[config.mk]
export PLATFORM = sky130hd
export DESIGN_NAME = thumb_instruction_executor_flat
export DESIGN_NICKNAME = d
export VERILOG_FILES = /design/src/hdl/tie_pkg.sv /design/src/hdl/tie_if.sv /design/src/hdl/tie_regfile.sv /design/src/hdl/tie_execute.sv /design/src/hdl/thumb_instruction_executor.sv /design/src/flat_wrapper.sv
export SDC_FILE = /design/constraint.sdc
export NUM_CORES = 2
export LEC_CHECK = 0
export BUFFER_PORTS_ARGS = -buffer_cell sky130_fd_sc_hd__buf_2
export CORE_MARGIN = 10
export CORE_UTILIZATION = 65
export CTS_CLUSTER_DIAMETER = 50
export CTS_CLUSTER_SIZE = 20
export DETAILED_ROUTE_END_ITERATION = 12
export GPL_TIMING_DRIVEN = 0
export PLACE_DENSITY_LB_ADDON = 0.25
export SYNTH_ARGS = -nofsm -noshare
export SYNTH_HDL_FRONTEND = slang
export SYNTH_HIERARCHICAL = 1
export SYNTH_SLANG_ARGS = --single-unit
[constraint.sdc]
create_clock -name clock -period 24.4 [get_ports clock]
set_input_delay 2.44 -clock clock [delete_from_list [all_inputs] [get_ports clock]]
set_output_delay 2.44 -clock clock [all_outputs]
set_load 0.01 [all_outputs]
[src/hdl/tie_pkg.sv]
// ----------------------------------------------------------------------------
// tie_pkg
// Shared types and constants for the Thumb instruction executor.
// ----------------------------------------------------------------------------
package tie_pkg;

   localparam logic [2:0] ST_OK     = 3'd0;
   localparam logic [2:0] ST_UNDEF  = 3'd1;
   localparam logic [2:0] ST_SWI    = 3'd2;
   localparam logic [2:0] ST_BKPT   = 3'd3;
   localparam logic [2:0] ST_UNSUP  = 3'd4;
   localparam logic [2:0] ST_ARM    = 3'd5;
   localparam logic [2:0] ST_HALTED = 3'd6;

   localparam logic [1:0] EXC_NONE  = 2'd0;
   localparam logic [1:0] EXC_UNDEF = 2'd1;
   localparam logic [1:0] EXC_SWI   = 2'd2;

   // instruction formats, selected by bits 15:11
   localparam logic [4:0] FMT_LSL    = 5'd0;
   localparam logic [4:0] FMT_LSR    = 5'd1;
   localparam logic [4:0] FMT_ASR    = 5'd2;
   localparam logic [4:0] FMT_ADDSUB = 5'd3;
   localparam logic [4:0] FMT_MOVI   = 5'd4;
   localparam logic [4:0] FMT_CMPI   = 5'd5;
   localparam logic [4:0] FMT_ADDI   = 5'd6;
   localparam logic [4:0] FMT_SUBI   = 5'd7;
   localparam logic [4:0] FMT_DP     = 5'd8;
   localparam logic [4:0] FMT_ADR    = 5'd20;
   localparam logic [4:0] FMT_ADDSP  = 5'd21;
   localparam logic [4:0] FMT_MISC0  = 5'd22;
   localparam logic [4:0] FMT_MISC1  = 5'd23;
   localparam logic [4:0] FMT_BCC0   = 5'd26;
   localparam logic [4:0] FMT_BCC1   = 5'd27;
   localparam logic [4:0] FMT_B      = 5'd28;

   // register ALU operations, bits 9:6
   localparam logic [3:0] ALU_AND = 4'd0;
   localparam logic [3:0] ALU_EOR = 4'd1;
   localparam logic [3:0] ALU_LSL = 4'd2;
   localparam logic [3:0] ALU_LSR = 4'd3;
   localparam logic [3:0] ALU_ASR = 4'd4;
   localparam logic [3:0] ALU_ADC = 4'd5;
   localparam logic [3:0] ALU_SBC = 4'd6;
   localparam logic [3:0] ALU_ROR = 4'd7;
   localparam logic [3:0] ALU_TST = 4'd8;
   localparam logic [3:0] ALU_NEG = 4'd9;
   localparam logic [3:0] ALU_CMP = 4'd10;
   localparam logic [3:0] ALU_CMN = 4'd11;
   localparam logic [3:0] ALU_ORR = 4'd12;
   localparam logic [3:0] ALU_MUL = 4'd13;
   localparam logic [3:0] ALU_BIC = 4'd14;
   localparam logic [3:0] ALU_MVN = 4'd15;

   // high-register operations, bits 9:8
   localparam logic [1:0] HI_ADD = 2'd0;
   localparam logic [1:0] HI_CMP = 2'd1;
   localparam logic [1:0] HI_MOV = 2'd2;
   localparam logic [1:0] HI_BX  = 2'd3;

   // condition field values that are not branch conditions
   localparam logic [3:0] COND_UNDEF = 4'd14;
   localparam logic [3:0] COND_SWI   = 4'd15;

   // register numbers with a fixed role
   localparam logic [3:0] REG_SP = 4'd13;
   localparam logic [3:0] REG_PC = 4'd15;

   typedef struct packed {
      logic [31:0] next_pc;
      logic        dest_written;
      logic [3:0]  dest_index;
      logic [31:0] dest_value;
      logic [3:0]  flags_out;
      logic [2:0]  status;
   } rsp_type;

endpackage

[src/hdl/tie_if.sv]
// ----------------------------------------------------------------------------
// tie_req_if / tie_rsp_if
// Valid/ready channels carrying instructions and results.
// ----------------------------------------------------------------------------
interface tie_req_if;
   logic        valid;
   logic        ready;
   logic [15:0] instruction;
   modport source (output valid, output instruction, input ready);
   modport sink   (input valid, input instruction, output ready);
endinterface

interface tie_rsp_if;
   logic        valid;
   logic        ready;
   logic [31:0] next_pc;
   logic        dest_written;
   logic [3:0]  dest_index;
   logic [31:0] dest_value;
   logic [3:0]  flags_out;
   logic [2:0]  status;
   modport source (output valid, output next_pc, output dest_written, output dest_index,
                   output dest_value, output flags_out, output status, input ready);
   modport sink   (input valid, input next_pc, input dest_written, input dest_index,
                   input dest_value, input flags_out, input status, output ready);
endinterface

[src/hdl/tie_regfile.sv]
// ----------------------------------------------------------------------------
// tie_regfile
// Sixteen-entry register memory, two registered read ports, one write port.
// Entries not yet written since reset read as zero via valid bits.
// ----------------------------------------------------------------------------
module tie_regfile (
   input  logic        clock,
   input  logic        reset,
   input  logic        rd_en,
   input  logic [3:0]  rd_addr_a,
   input  logic [3:0]  rd_addr_b,
   output logic [31:0] rd_data_a,
   output logic [31:0] rd_data_b,
   input  logic        wr_en,
   input  logic [3:0]  wr_addr,
   input  logic [31:0] wr_data
);
   logic [31:0] mem [16];
   logic [15:0] vld_ff;
   logic [31:0] qa_ff, qb_ff;
   logic        va_ff, vb_ff;

   // memory write; reads held until the next item is taken
   always_ff @(posedge clock) begin
      if (wr_en) mem[wr_addr] <= wr_data;
      if (rd_en) begin
         qa_ff <= mem[rd_addr_a];
         qb_ff <= mem[rd_addr_b];
      end
   end

   // valid bits stand in for a clearing pass
   always_ff @(posedge clock) begin
      if (reset) begin
         vld_ff <= '0;
         va_ff  <= 1'b0;
         vb_ff  <= 1'b0;
      end else begin
         if (wr_en) vld_ff[wr_addr] <= 1'b1;
         if (rd_en) begin
            va_ff <= vld_ff[rd_addr_a];
            vb_ff <= vld_ff[rd_addr_b];
         end
      end
   end

   assign rd_data_a = va_ff ? qa_ff : 32'd0;
   assign rd_data_b = vb_ff ? qb_ff : 32'd0;
endmodule

[src/hdl/tie_execute.sv]
// ----------------------------------------------------------------------------
// tie_execute
// Combinational execute of one instruction from read operands and state.
// ----------------------------------------------------------------------------
module tie_execute (
   input  logic [15:0]     op,
   input  logic [31:0]     ra,        // register selected by port a
   input  logic [31:0]     rb,        // register selected by port b
   input  logic [31:0]     pc,
   input  logic [3:0]      flags,
   input  logic [1:0]      exc,
   input  logic            halted,
   input  logic            arm,
   output tie_pkg::rsp_type res,
   output logic [1:0]      exc_in,
   output logic            halted_in,
   output logic            arm_in,
   output logic [31:0]     mul_a,
   output logic [31:0]     mul_b,
   input  logic [31:0]     mul_p
);
   logic [31:0] pcv, r, a, b, t, x;
   logic [32:0] s;
   logic        nf, zf, cf, vf, cin;
   logic [4:0]  top;
   logic [2:0]  d8;
   logic [3:0]  rd;
   logic [6:0]  k;
   logic [7:0]  sa;
   logic        do_add, setnz, wr;
   logic        ccok;

   // operand selection for the register multiply
   assign mul_a = ra;
   assign mul_b = rb;

   always_comb begin
      pcv = pc + 32'd4;
      top = op[15:11];
      d8  = op[10:8];
      k   = op[11:5];
      rd  = {op[7], op[2:0]};
      nf = flags[3]; zf = flags[2]; cf = flags[1]; vf = flags[0];
      a = 32'd0; b = 32'd0; cin = 1'b0; do_add = 1'b0; setnz = 1'b0;
      r = 32'd0; wr = 1'b0; t = 32'd0; x = rb; s = 33'd0; sa = 8'd0; ccok = 1'b0;
      res = '0;
      res.next_pc = pc;
      exc_in = exc; halted_in = halted; arm_in = arm;
      if (halted) res.status = tie_pkg::ST_HALTED;
      else if (arm) res.status = tie_pkg::ST_ARM;
      else if (exc != tie_pkg::EXC_NONE) begin
         halted_in = 1'b1;
         res.status = tie_pkg::ST_HALTED;
      end else begin
         res.next_pc = pc + 32'd2;
         res.dest_index = {1'b0, op[2:0]};
         case (top)
            tie_pkg::FMT_LSL: begin
               sa = {3'd0, op[10:6]};
               r = rb << sa[4:0];
               if (sa != 8'd0) cf = rb[5'd0 - sa[4:0]];
               setnz = 1'b1; wr = 1'b1;
            end
            tie_pkg::FMT_LSR, tie_pkg::FMT_ASR: begin
               sa = (op[10:6] == 5'd0) ? 8'd32 : {3'd0, op[10:6]};
               if (sa == 8'd32) begin
                  cf = rb[31];
                  r = (top == tie_pkg::FMT_ASR && rb[31]) ? 32'hFFFFFFFF : 32'd0;
               end else begin
                  cf = rb[sa[4:0] - 5'd1];
                  r = (top == tie_pkg::FMT_ASR) ? 32'($signed(rb) >>> sa[4:0])
                                                : rb >> sa[4:0];
               end
               setnz = 1'b1; wr = 1'b1;
            end
            tie_pkg::FMT_ADDSUB: begin
               a = rb;
               b = op[10] ? {29'd0, op[8:6]} : ra;
               if (op[9]) begin b = ~b; cin = 1'b1; end
               do_add = 1'b1; wr = 1'b1;
            end
            tie_pkg::FMT_MOVI: begin
               r = {24'd0, op[7:0]}; setnz = 1'b1; wr = 1'b1;
               res.dest_index = {1'b0, d8};
            end
            tie_pkg::FMT_CMPI: begin
               a = ra; b = ~{24'd0, op[7:0]}; cin = 1'b1; do_add = 1'b1;
            end
            tie_pkg::FMT_ADDI, tie_pkg::FMT_SUBI: begin
               a = ra; b = {24'd0, op[7:0]};
               if (top == tie_pkg::FMT_SUBI) begin b = ~b; cin = 1'b1; end
               do_add = 1'b1; wr = 1'b1; res.dest_index = {1'b0, d8};
            end
            tie_pkg::FMT_DP: begin
               if (!op[10]) begin
                  // register ALU: ra = rd, rb = rm
                  a = ra; sa = rb[7:0];
                  case (op[9:6])
                     tie_pkg::ALU_AND: begin r = ra & rb; setnz = 1'b1; wr = 1'b1; end
                     tie_pkg::ALU_EOR: begin r = ra ^ rb; setnz = 1'b1; wr = 1'b1; end
                     tie_pkg::ALU_LSL: begin
                        if (sa == 8'd0) r = ra;
                        else if (sa < 8'd32) begin
                           cf = ra[5'd0 - sa[4:0]]; r = ra << sa[4:0];
                        end else begin cf = (sa == 8'd32) ? ra[0] : 1'b0; r = 32'd0; end
                        setnz = 1'b1; wr = 1'b1;
                     end
                     tie_pkg::ALU_LSR: begin
                        if (sa == 8'd0) r = ra;
                        else if (sa < 8'd32) begin
                           cf = ra[sa[4:0] - 5'd1]; r = ra >> sa[4:0];
                        end else begin cf = (sa == 8'd32) ? ra[31] : 1'b0; r = 32'd0; end
                        setnz = 1'b1; wr = 1'b1;
                     end
                     tie_pkg::ALU_ASR: begin
                        if (sa == 8'd0) r = ra;
                        else if (sa < 8'd32) begin
                           cf = ra[sa[4:0] - 5'd1]; r = 32'($signed(ra) >>> sa[4:0]);
                        end else begin cf = ra[31]; r = {32{ra[31]}}; end
                        setnz = 1'b1; wr = 1'b1;
                     end
                     tie_pkg::ALU_ADC: begin b = rb; cin = cf; do_add = 1'b1; wr = 1'b1; end
                     tie_pkg::ALU_SBC: begin b = ~rb; cin = cf; do_add = 1'b1; wr = 1'b1; end
                     tie_pkg::ALU_ROR: begin
                        if (sa == 8'd0) r = ra;
                        else begin
                           r = (ra >> sa[4:0]) | (ra << (6'd32 - {1'b0, sa[4:0]}));
                           if (sa[4:0] == 5'd0) r = ra;
                           cf = r[31];
                        end
                        setnz = 1'b1; wr = 1'b1;
                     end
                     tie_pkg::ALU_TST: begin r = ra & rb; setnz = 1'b1; end
                     tie_pkg::ALU_NEG: begin
                        a = 32'd0; b = ~rb; cin = 1'b1; do_add = 1'b1; wr = 1'b1;
                     end
                     tie_pkg::ALU_CMP: begin b = ~rb; cin = 1'b1; do_add = 1'b1; end
                     tie_pkg::ALU_CMN: begin b = rb; do_add = 1'b1; end
                     tie_pkg::ALU_ORR: begin r = ra | rb; setnz = 1'b1; wr = 1'b1; end
                     tie_pkg::ALU_MUL: begin r = mul_p; setnz = 1'b1; wr = 1'b1; end
                     tie_pkg::ALU_BIC: begin r = ra & ~rb; setnz = 1'b1; wr = 1'b1; end
                     default: begin r = ~rb; setnz = 1'b1; wr = 1'b1; end
                  endcase
               end else begin
                  // high registers: ra = rd, rb = rm (r15 fixed up by caller)
                  if (op[9:8] == tie_pkg::HI_BX) begin
                     if (op[7]) res.status = tie_pkg::ST_UNSUP;
                     else begin
                        res.next_pc = {rb[31:1], 1'b0};
                        if (!rb[0]) begin arm_in = 1'b1; res.status = tie_pkg::ST_ARM; end
                     end
                  end else if (op[7:6] == 2'd0) begin
                     exc_in = tie_pkg::EXC_UNDEF; res.status = tie_pkg::ST_UNDEF;
                  end else begin
                     res.dest_index = rd;
                     case (op[9:8])
                        tie_pkg::HI_ADD: begin r = ra + rb; wr = 1'b1; end
                        tie_pkg::HI_CMP: begin
                           a = ra; b = ~rb; cin = 1'b1; do_add = 1'b1;
                        end
                        default: begin r = rb; wr = 1'b1; end
                     endcase
                  end
               end
            end
            tie_pkg::FMT_ADR: begin
               r = {pcv[31:2], 2'd0} + {22'd0, op[7:0], 2'd0}; wr = 1'b1;
               res.dest_index = {1'b0, d8};
            end
            tie_pkg::FMT_ADDSP: begin
               r = ra + {22'd0, op[7:0], 2'd0}; wr = 1'b1;
               res.dest_index = {1'b0, d8};
            end
            tie_pkg::FMT_MISC0, tie_pkg::FMT_MISC1: begin
               // misc: ra = r13, rb = low register at op[5:3]
               x = rb;
               if (k <= 7'h03) begin
                  r = ra + {23'd0, op[6:0], 2'd0}; wr = 1'b1;
                  res.dest_index = tie_pkg::REG_SP;
               end else if (k <= 7'h07) begin
                  r = ra - {23'd0, op[6:0], 2'd0}; wr = 1'b1;
                  res.dest_index = tie_pkg::REG_SP;
               end else if (k == 7'h10 || k == 7'h11) begin
                  r = {{16{x[15]}}, x[15:0]}; wr = 1'b1;
               end else if (k == 7'h12 || k == 7'h13) begin
                  r = {{24{x[7]}}, x[7:0]}; wr = 1'b1;
               end else if (k == 7'h14 || k == 7'h15) begin
                  r = {16'd0, x[15:0]}; wr = 1'b1;
               end else if (k == 7'h16 || k == 7'h17) begin
                  r = {24'd0, x[7:0]}; wr = 1'b1;
               end else if (k == 7'h50 || k == 7'h51) begin
                  r = {x[7:0], x[15:8], x[23:16], x[31:24]}; wr = 1'b1;
               end else if (k == 7'h52 || k == 7'h53) begin
                  r = {x[23:16], x[31:24], x[7:0], x[15:8]}; wr = 1'b1;
               end else if (k == 7'h56 || k == 7'h57) begin
                  r = {{16{x[7]}}, x[7:0], x[15:8]}; wr = 1'b1;
               end else if ((k >= 7'h20 && k <= 7'h2F) || k == 7'h33 ||
                            (k >= 7'h60 && k <= 7'h6F) || k >= 7'h78) begin
                  res.status = tie_pkg::ST_UNSUP;
               end else if (k >= 7'h70) begin
                  halted_in = 1'b1; res.status = tie_pkg::ST_BKPT;
               end else begin
                  exc_in = tie_pkg::EXC_UNDEF; res.status = tie_pkg::ST_UNDEF;
               end
            end
            tie_pkg::FMT_BCC0, tie_pkg::FMT_BCC1: begin
               case (op[11:8])
                  4'd0:  ccok = zf;
                  4'd1:  ccok = !zf;
                  4'd2:  ccok = cf;
                  4'd3:  ccok = !cf;
                  4'd4:  ccok = nf;
                  4'd5:  ccok = !nf;
                  4'd6:  ccok = vf;
                  4'd7:  ccok = !vf;
                  4'd8:  ccok = cf && !zf;
                  4'd9:  ccok = !cf || zf;
                  4'd10: ccok = nf == vf;
                  4'd11: ccok = nf != vf;
                  4'd12: ccok = !zf && nf == vf;
                  default: ccok = zf || nf != vf;
               endcase
               if (op[11:8] == tie_pkg::COND_UNDEF) begin
                  exc_in = tie_pkg::EXC_UNDEF; res.status = tie_pkg::ST_UNDEF;
               end else if (op[11:8] == tie_pkg::COND_SWI) begin
                  exc_in = tie_pkg::EXC_SWI; res.status = tie_pkg::ST_SWI;
               end else if (ccok) begin
                  res.next_pc = pcv + {{23{op[7]}}, op[7:0], 1'b0};
               end
            end
            tie_pkg::FMT_B: res.next_pc = pcv + {{20{op[10]}}, op[10:0], 1'b0};
            default: res.status = tie_pkg::ST_UNSUP;
         endcase
         // shared adder with ARM flag rules
         if (do_add) begin
            s = {1'b0, a} + {1'b0, b} + {32'd0, cin};
            r = s[31:0];
            cf = s[32];
            vf = (a[31] ^ r[31]) & (b[31] ^ r[31]);
            setnz = 1'b1;
         end
         if (setnz) begin nf = r[31]; zf = (r == 32'd0); end
         if (wr) begin
            res.dest_written = 1'b1;
            if (res.dest_index == tie_pkg::REG_PC) begin
               t = {r[31:1], 1'b0};
               res.next_pc = t;
               res.dest_value = t;
            end else res.dest_value = r;
         end else res.dest_index = 4'd0;
      end
      res.flags_out = {nf, zf, cf, vf};
   end
endmodule

[src/hdl/thumb_instruction_executor.sv]
// ----------------------------------------------------------------------------
// thumb_instruction_executor
// The register memory reads an accepted item's operands; execute and write-back follow
// once the result slot is free. A new item is taken only after the current one has executed.
// The result register lets the next item enter while a result waits.
// Synchronous reset clears pc, flags, exception, halt, ARM state and register valid bits.
// ----------------------------------------------------------------------------
module thumb_instruction_executor (
   input logic       clock,
   input logic       reset,
   tie_req_if.sink   req,
   tie_rsp_if.source rsp
);
   logic [15:0] op_ff;
   logic        busy_ff;
   logic [31:0] pc_ff;
   logic [3:0]  flags_ff;
   logic [1:0]  exc_ff;
   logic        halted_ff, arm_ff;
   logic        rv_ff;
   tie_pkg::rsp_type r_ff;

   logic [3:0]  addr_a, addr_b;
   logic [31:0] da, db, ra, rb, mul_a, mul_b, mul_p;
   logic [1:0]  exc_in;
   logic        halted_in, arm_in, fire, acc;
   tie_pkg::rsp_type res;

   // read address decode straight from the incoming item
   always_comb begin
      logic [15:0] i;
      i = req.instruction;
      addr_a = {1'b0, i[2:0]};
      addr_b = {1'b0, i[5:3]};
      case (i[15:11])
         tie_pkg::FMT_ADDSUB: addr_a = {1'b0, i[8:6]};
         tie_pkg::FMT_CMPI, tie_pkg::FMT_ADDI, tie_pkg::FMT_SUBI:
            addr_a = {1'b0, i[10:8]};
         tie_pkg::FMT_DP: if (i[10]) begin
                             addr_a = {i[7], i[2:0]};
                             addr_b = i[6:3];
                          end
         tie_pkg::FMT_ADDSP, tie_pkg::FMT_MISC0, tie_pkg::FMT_MISC1:
            addr_a = tie_pkg::REG_SP;
         default: addr_a = {1'b0, i[2:0]};
      endcase
   end

   // r15 operands read as pc + 4
   always_comb begin
      ra = da; rb = db;
      if (op_ff[15:11] == tie_pkg::FMT_DP && op_ff[10]) begin
         if ({op_ff[7], op_ff[2:0]} == tie_pkg::REG_PC) ra = pc_ff + 32'd4;
         if (op_ff[6:3] == tie_pkg::REG_PC) rb = pc_ff + 32'd4;
      end
   end

   assign mul_p = 32'(mul_a * mul_b);

   tie_regfile u_rf (
      .clock(clock), .reset(reset), .rd_en(acc),
      .rd_addr_a(addr_a), .rd_addr_b(addr_b),
      .rd_data_a(da), .rd_data_b(db),
      .wr_en(fire && res.dest_written && res.dest_index != tie_pkg::REG_PC),
      .wr_addr(res.dest_index), .wr_data(res.dest_value)
   );

   tie_execute u_ex (
      .op(op_ff), .ra(ra), .rb(rb), .pc(pc_ff), .flags(flags_ff), .exc(exc_ff),
      .halted(halted_ff), .arm(arm_ff), .res(res), .exc_in(exc_in),
      .halted_in(halted_in), .arm_in(arm_in),
      .mul_a(mul_a), .mul_b(mul_b), .mul_p(mul_p)
   );

   // execute fires when the result slot is free or being emptied
   assign fire = busy_ff && (!rv_ff || rsp.ready);
   assign acc  = req.valid && req.ready;
   assign req.ready = !busy_ff;

   always_ff @(posedge clock) begin
      if (reset) begin
         busy_ff <= 1'b0; rv_ff <= 1'b0; pc_ff <= '0; flags_ff <= '0;
         exc_ff <= tie_pkg::EXC_NONE; halted_ff <= 1'b0; arm_ff <= 1'b0;
      end else begin
         if (acc) busy_ff <= 1'b1;
         else if (fire) busy_ff <= 1'b0;
         if (fire) begin
            rv_ff <= 1'b1;
            pc_ff <= res.next_pc; flags_ff <= res.flags_out;
            exc_ff <= exc_in; halted_ff <= halted_in; arm_ff <= arm_in;
         end else if (rsp.ready) rv_ff <= 1'b0;
      end
   end

   always_ff @(posedge clock) begin
      if (acc) op_ff <= req.instruction;
      if (fire) r_ff <= res;
   end

   assign rsp.valid        = rv_ff;
   assign rsp.next_pc      = r_ff.next_pc;
   assign rsp.dest_written = r_ff.dest_written;
   assign rsp.dest_index   = r_ff.dest_index;
   assign rsp.dest_value   = r_ff.dest_value;
   assign rsp.flags_out    = r_ff.flags_out;
   assign rsp.status       = r_ff.status;
endmodule

[src/flat_wrapper.sv]
// flat-port wrapper written by rule: the top's interface ports become plain ports
module thumb_instruction_executor_flat 
  (clock, reset, req_valid, req_instruction, req_ready, rsp_valid, rsp_next_pc, rsp_dest_written, rsp_dest_index, rsp_dest_value, rsp_flags_out, rsp_status, rsp_ready);
  tie_req_if req_i ();
  tie_rsp_if rsp_i ();
  input logic clock;
  input logic reset;
  input wire logic [$bits(req_i.valid)-1:0] req_valid;
  input wire logic [$bits(req_i.instruction)-1:0] req_instruction;
  output wire logic [$bits(req_i.ready)-1:0] req_ready;
  output wire logic [$bits(rsp_i.valid)-1:0] rsp_valid;
  output wire logic [$bits(rsp_i.next_pc)-1:0] rsp_next_pc;
  output wire logic [$bits(rsp_i.dest_written)-1:0] rsp_dest_written;
  output wire logic [$bits(rsp_i.dest_index)-1:0] rsp_dest_index;
  output wire logic [$bits(rsp_i.dest_value)-1:0] rsp_dest_value;
  output wire logic [$bits(rsp_i.flags_out)-1:0] rsp_flags_out;
  output wire logic [$bits(rsp_i.status)-1:0] rsp_status;
  input wire logic [$bits(rsp_i.ready)-1:0] rsp_ready;
  assign req_i.valid = req_valid;
  assign req_i.instruction = req_instruction;
  assign req_ready = req_i.ready;
  assign rsp_valid = rsp_i.valid;
  assign rsp_next_pc = rsp_i.next_pc;
  assign rsp_dest_written = rsp_i.dest_written;
  assign rsp_dest_index = rsp_i.dest_index;
  assign rsp_dest_value = rsp_i.dest_value;
  assign rsp_flags_out = rsp_i.flags_out;
  assign rsp_status = rsp_i.status;
  assign rsp_i.ready = rsp_ready;
  thumb_instruction_executor u_core (.clock(clock), .reset(reset), .req(req_i), .rsp(rsp_i));
endmodule
==> impl_results.md, run 1 <==
- Synthesized instance count: 8,244
- Post-DP HPWL: 379,000 µm
- Die Y: 371 µm
- Outcome: stopped before the end
- Post-synth EDFFs: 668
- CTS Buffer Depth: 3
- Sequential fraction of the synthesis area: 0.265
- GRT overflow: 2,251
- Multiplexer share of the synthesized area: 0.163
- Die width: 371 µm
- Compound-cell area share of the yosys netlist: 0.163
- Clock sink count: 728
- Syn_nets: 8,986
- Boundary Pins: 98
- Largest net degree at the start of global routing: 60
- Port-buffer cells: 96
- Leading area contributor after synthesis: edfxtp_1
- Gr usage total: 0.869
- Mapped cell area: 80,200 µm²
- Synthesis Warnings: 6
- FF+latch count, synth: 728
- Vias in the first global route: 99,648
- Resized Gates After CTS: 0
- Synth cell count leaders: nand2_1 (814), edfxtp_1 (668), inv_1 (575), nor2_1 (549), a21oi_1 (538)
- Async SR Flop Fraction: 0
- CTS buffer count: 45
- Top-count cell post-synth: nand2_1
- First-pass GRT wire length: 857,000 µm
- Starting Density: 0.656
- Run-stopping error: [ERROR GRT-0116] Global routing finished with congestion. Check the congestion regions in the DRC Viewer.
- Top area cells in the synthesized netlist: edfxtp_1 (25%), mux4_2 (13%), fa_1 (10%)
- Largest family of logic cells by synthesized area: compound AO/OA/AOI/OAI gates
- Post-synthesis adder-cell area fraction: 0.152
- Site Rows: 128
- Share of the synthesized area in the top cell type: 0.250
- CTS root buf: clkbuf_16
- Synth Area in Simple Gates: 0.147
- Top FF cell, synth: edfxtp_1
- Post-CTS setup buffer count: 0
- Max H-tree Level: 2
- DP Area: 83,900 µm²
- CTS Hold Bufs: 0
- Syn_area_per_cell: 9.72 µm²
- Post-Synth XOR/XNOR Area: 0.0391
- Yosys cell types: 116
- Halt Stage: global routing
- Final GP Congestion: 1.35
routing by layer:
metal	track usage	GRT overflow
met5	0.622	45
met4	0.837	599
met3	0.811	258
met2	0.953	1096
met1	0.868	253
metrics by stage:
stage | std cells | setup WS (ns) | util | hold slack [ns]
2_1_floorplan | 8244 | 13.46 | - | 0.448
3_3_place_gp | 9965 | 7.70 | 0.677 | 0.464
3_5_place_dp | 10029 | 8.60 | 0.686 | 0.503
4_1_cts | 10093 | 8.39 | 0.697 | 0.520
cells by family after synthesis:
group / count (synthesis)
compound gates: 1956
fa+ha+maj: 724
flops: 728
simple gates: 2444
buf+inv: 1340
xor+xnor: 358
mux: 694
==> run 2, diff against run 1 <==
Settings changed: CORE_UTILIZATION 65 to 40, CTS_CLUSTER_DIAMETER 50 to not set, CTS_CLUSTER_SIZE 20 to not set, PLACE_DENSITY_LB_ADDON 0.25 to 0.15.
==> run 2 against run 1 <==
The flow now finishes, with violations (capacitance limit, slew limit). Synthesized cell count did not move. Synthesized area did not move.
==> impl_results.md, run 2 <==
- Most flops, register: u_core/u_rf/mem
- Area Overhead vs Synth: 10.5%
- Mapped cell area: 80,200 µm² (unchanged)
- CP max-delay cell: a21oi_1
- Yosys cell types: 116 (unchanged)
- Routed via count: 83,979
- Number of flip-flops under the largest register name: 512
- CTS Buffer Depth: 3 (unchanged)
- Routed length per placed instance: 49.8 µm
- Site Rows: 164 (was 128)
- TritonCTS clock tree: built
- WP data required: 25.00 ns
- Fmax: 0.0582 GHz
- Resized Gates After CTS: 0 (unchanged)
- Syn_nets: 8,986 (unchanged)
- Synthesized instance count: 8,244 (unchanged)
- First DRT Iteration DRCs: 15,550
- Number of max-cap violations: 47
- Share of the synthesized area in the top cell type: 0.250 (unchanged)
- Critical path's largest stage delay: 1.25 ns
- FF+latch count, synth: 728 (unchanged)
- Worst Tran Pin Value: 1.79 ns
- Antenna violations before repair: 103
- DRC violations left: 0
- Antenna viol nets, final: 0
- Clock sink count: 728 (unchanged)
- Core box area: 199,000 µm²
- CTS buffer count: 66 (was 45)
- Starting Density: 0.402 (was 0.656)
- CTS Hold Bufs: 0 (unchanged)
- Max H-tree Level: 3 (was 2)
- Startpoint Class: flop
- P_leak: 33.5 nW
- Port-buffer cells: 96 (unchanged)
- Routed WL: 563,000 µm
- Final GP Congestion: 1.14 (was 1.35)
- Syn_area_per_cell: 9.72 µm² (unchanged)
- Hold Path Depth: 2
- Endpoints failing setup: 0
- Post-layout net count: 9,250
- Pwr dens: 35.3 nW/µm²
- Crit. End Element: flop
- First-pass GRT wire length: 738,000 µm
- DR pass1 iterations: 12
- Crit path max fanout: 15
- Top FF cell, synth: edfxtp_1 (unchanged)
- R2r endpoint: u_core/flags_ff[2]$_SDFFE_PP0P_
- Async SR Flop Fraction: 0 (unchanged)
- Synthesis Warnings: 6 (unchanged)
- CTS root buf: clkbuf_16 (unchanged)
- GRT overflow: 0
- Fillers: 18,733
- Post-synth EDFFs: 668 (unchanged)
- Min cycle time layout: 17.19 ns
- Skew-Pair Late Insertion Delay: 0.68 ns
- Area of the multi-input gates: 53,700 µm²
- Top area cells in the synthesized netlist: edfxtp_1 (25%), mux4_2 (13%), fa_1 (10%) (unchanged)
- Die Y: 468 µm (was 371 µm)
- Die ar.: 219,000 µm²
- Worst hold start: u_core/u_rf/vld_ff[0]$_SDFFE_PP0P_
- Leading area contributor after synthesis: edfxtp_1 (unchanged)
- Post-DP HPWL: 431,000 µm (was 379,000 µm)
- Hold endpoint: u_core/u_rf/vld_ff[0]$_SDFFE_PP0P_
- Clock Skew: 0.0271 ns
- Outcome: finished, violations left (was stopped before the end)
- Commonest non-fill, non-tap cells in the layout: nand2_1 (814), edfxtp_1 (668), inv_1 (575)
- RSZ-0062 raised after global routing: false
- Via density per instance: 7.43
- Clock transition at the registers of the reported paths: 0.07 ns
- Fin cells: 11,299
- Final Hold Fails: 0
- Reg area: 21,300 µm²
- Die width: 468 µm (was 371 µm)
- Sequential fraction of the synthesis area: 0.265 (unchanged)
- Crit-path most repeated cell: fa_1
- Placed cells: 11,088 (was 10,029)
- Post-route setup TNS: 0 ns
- CP Class: reg -> reg
- Cell count of the worst reg-to-reg path: 48
- Vias in the first global route: 78,989
- Synth cell count leaders: nand2_1 (814), edfxtp_1 (668), inv_1 (575), nor2_1 (549), a21oi_1 (538) (unchanged)
- Reg2Reg Setup Slack: 7.21 ns
- Final period util: 0.704
- FF-to-FF Start: u_core/op_ff[10]$_DFFE_PP_
- Boundary Pins: 98 (unchanged)
- Most common cell after layout, fill and taps aside: nand2_1
- Arr. time, crit path: 17.78 ns
- VDD IR-drop max: 0.119 mV
- Post-CTS setup buffer count: 0 (unchanged)
- Max-slew headroom: -0.209
- Slew Limit Fails: 344
- Layout cells sized above 1: 0.150
- Failing checks: capacitance limit, slew limit
- Largest net degree at the start of global routing: 55
- Gr usage total: 0.498
- Hold WC Path Type: reg -> reg
- Top-count cell post-synth: nand2_1 (unchanged)
[run 2: cell counts after synthesis]
No cell type changed its count.
[run 2: metrics by stage]
step / setup WS, ns / area (µm²) / total power [mW] / hold WS [ns] / util
after floorplan: 13.46 / 80200 / 1.72 / 0.448 / -
after global placement: 6.10 / 84000 / 1.97 / 0.465 / 0.421
after detailed placement: 7.49 / 85900 / 1.99 / 0.504 / 0.431
after CTS: 7.42 / 88100 / 3.08 / 0.518 / 0.442
after global routing: 7.54 / 88400 / 3.16 / 0.548 / 0.443
final: 7.21 / 88600 / 3.13 / 0.524 / 0.444
[run 2: final cells by class]
type	instances	share of cell area
inverters	595	0.0252
multi-input cells	6176	0.607
plain buffers	745	0.0397
clock inverters	37	0.00572
repair buffers	196	0.0229
diodes	88	0.00249
flip-flops and latches	728	0.240
clock buffers	78	0.0194
well taps	2656	0.0375
[run 2: cell families after synthesis]
| group | Yosys count | share of synthesized area |
|---|---|---|
| xor gates and xnor gates | 358 | 0.0391 |
| muxes | 694 | 0.163 |
| and+or+nand+nor | 2444 | 0.147 |
| DFF | 728 | 0.265 |
| adders and majority gates | 724 | 0.152 |
| buffers and inverters | 1340 | 0.0712 |
| AOI/OAI and AO/OA | 1956 | 0.163 |
[run 2: worst max path at each step]
stage / startpoint / slack (ns) / depth (start not counted) / endpoint
finish: u_core/op_ff[10]$_DFFE_PP_ / 7.21 / 48 / u_core/flags_ff[2]$_SDFFE_PP0P_
global placement: u_core/op_ff[10]$_DFFE_PP_ / 6.10 / 43 / u_core/flags_ff[2]$_SDFFE_PP0P_
global route: u_core/op_ff[10]$_DFFE_PP_ / 7.54 / 48 / u_core/flags_ff[2]$_SDFFE_PP0P_
detailed placement: u_core/op_ff[10]$_DFFE_PP_ / 7.49 / 43 / u_core/flags_ff[2]$_SDFFE_PP0P_
floorplan: u_core/op_ff[7]$_DFFE_PP_ / 13.46 / 45 / u_core/flags_ff[2]$_SDFFE_PP0P_
CTS: u_core/op_ff[10]$_DFFE_PP_ / 7.42 / 43 / u_core/flags_ff[2]$_SDFFE_PP0P_
[run 2: power breakdown]
group / internal (mW) / switching [mW]
registers: 1.37 / 0.0227
logic: 0.168 / 0.445
clock network: 0.600 / 0.514
[run 2: worst max-delay path: cells and delay by family (launching register included)]
| kind | cells | cell delay, ns |
|---|---|---|
| DFF | 1 | 0.78 |
| AOI/OAI and AO/OA | 18 | 6.76 |
| and+or+nand+nor | 8 | 2.35 |
| xor gates and xnor gates | 1 | 0.26 |
| buffers and inverters | 12 | 2.71 |
| adders and majority gates | 9 | 4.13 |
[run 2: per-layer routing]
layer | up-vias | routed length, µm | track usage
met4 | 42 | 62400 | 0.420
met2 | 8685 | 226000 | 0.698
li1 | 30845 | - | -
met3 | 2747 | 80900 | 0.224
met5 | - | 436 | 0.00527
met1 | 41660 | 193000 | 0.577
Power figures use the tool's default switching activity.
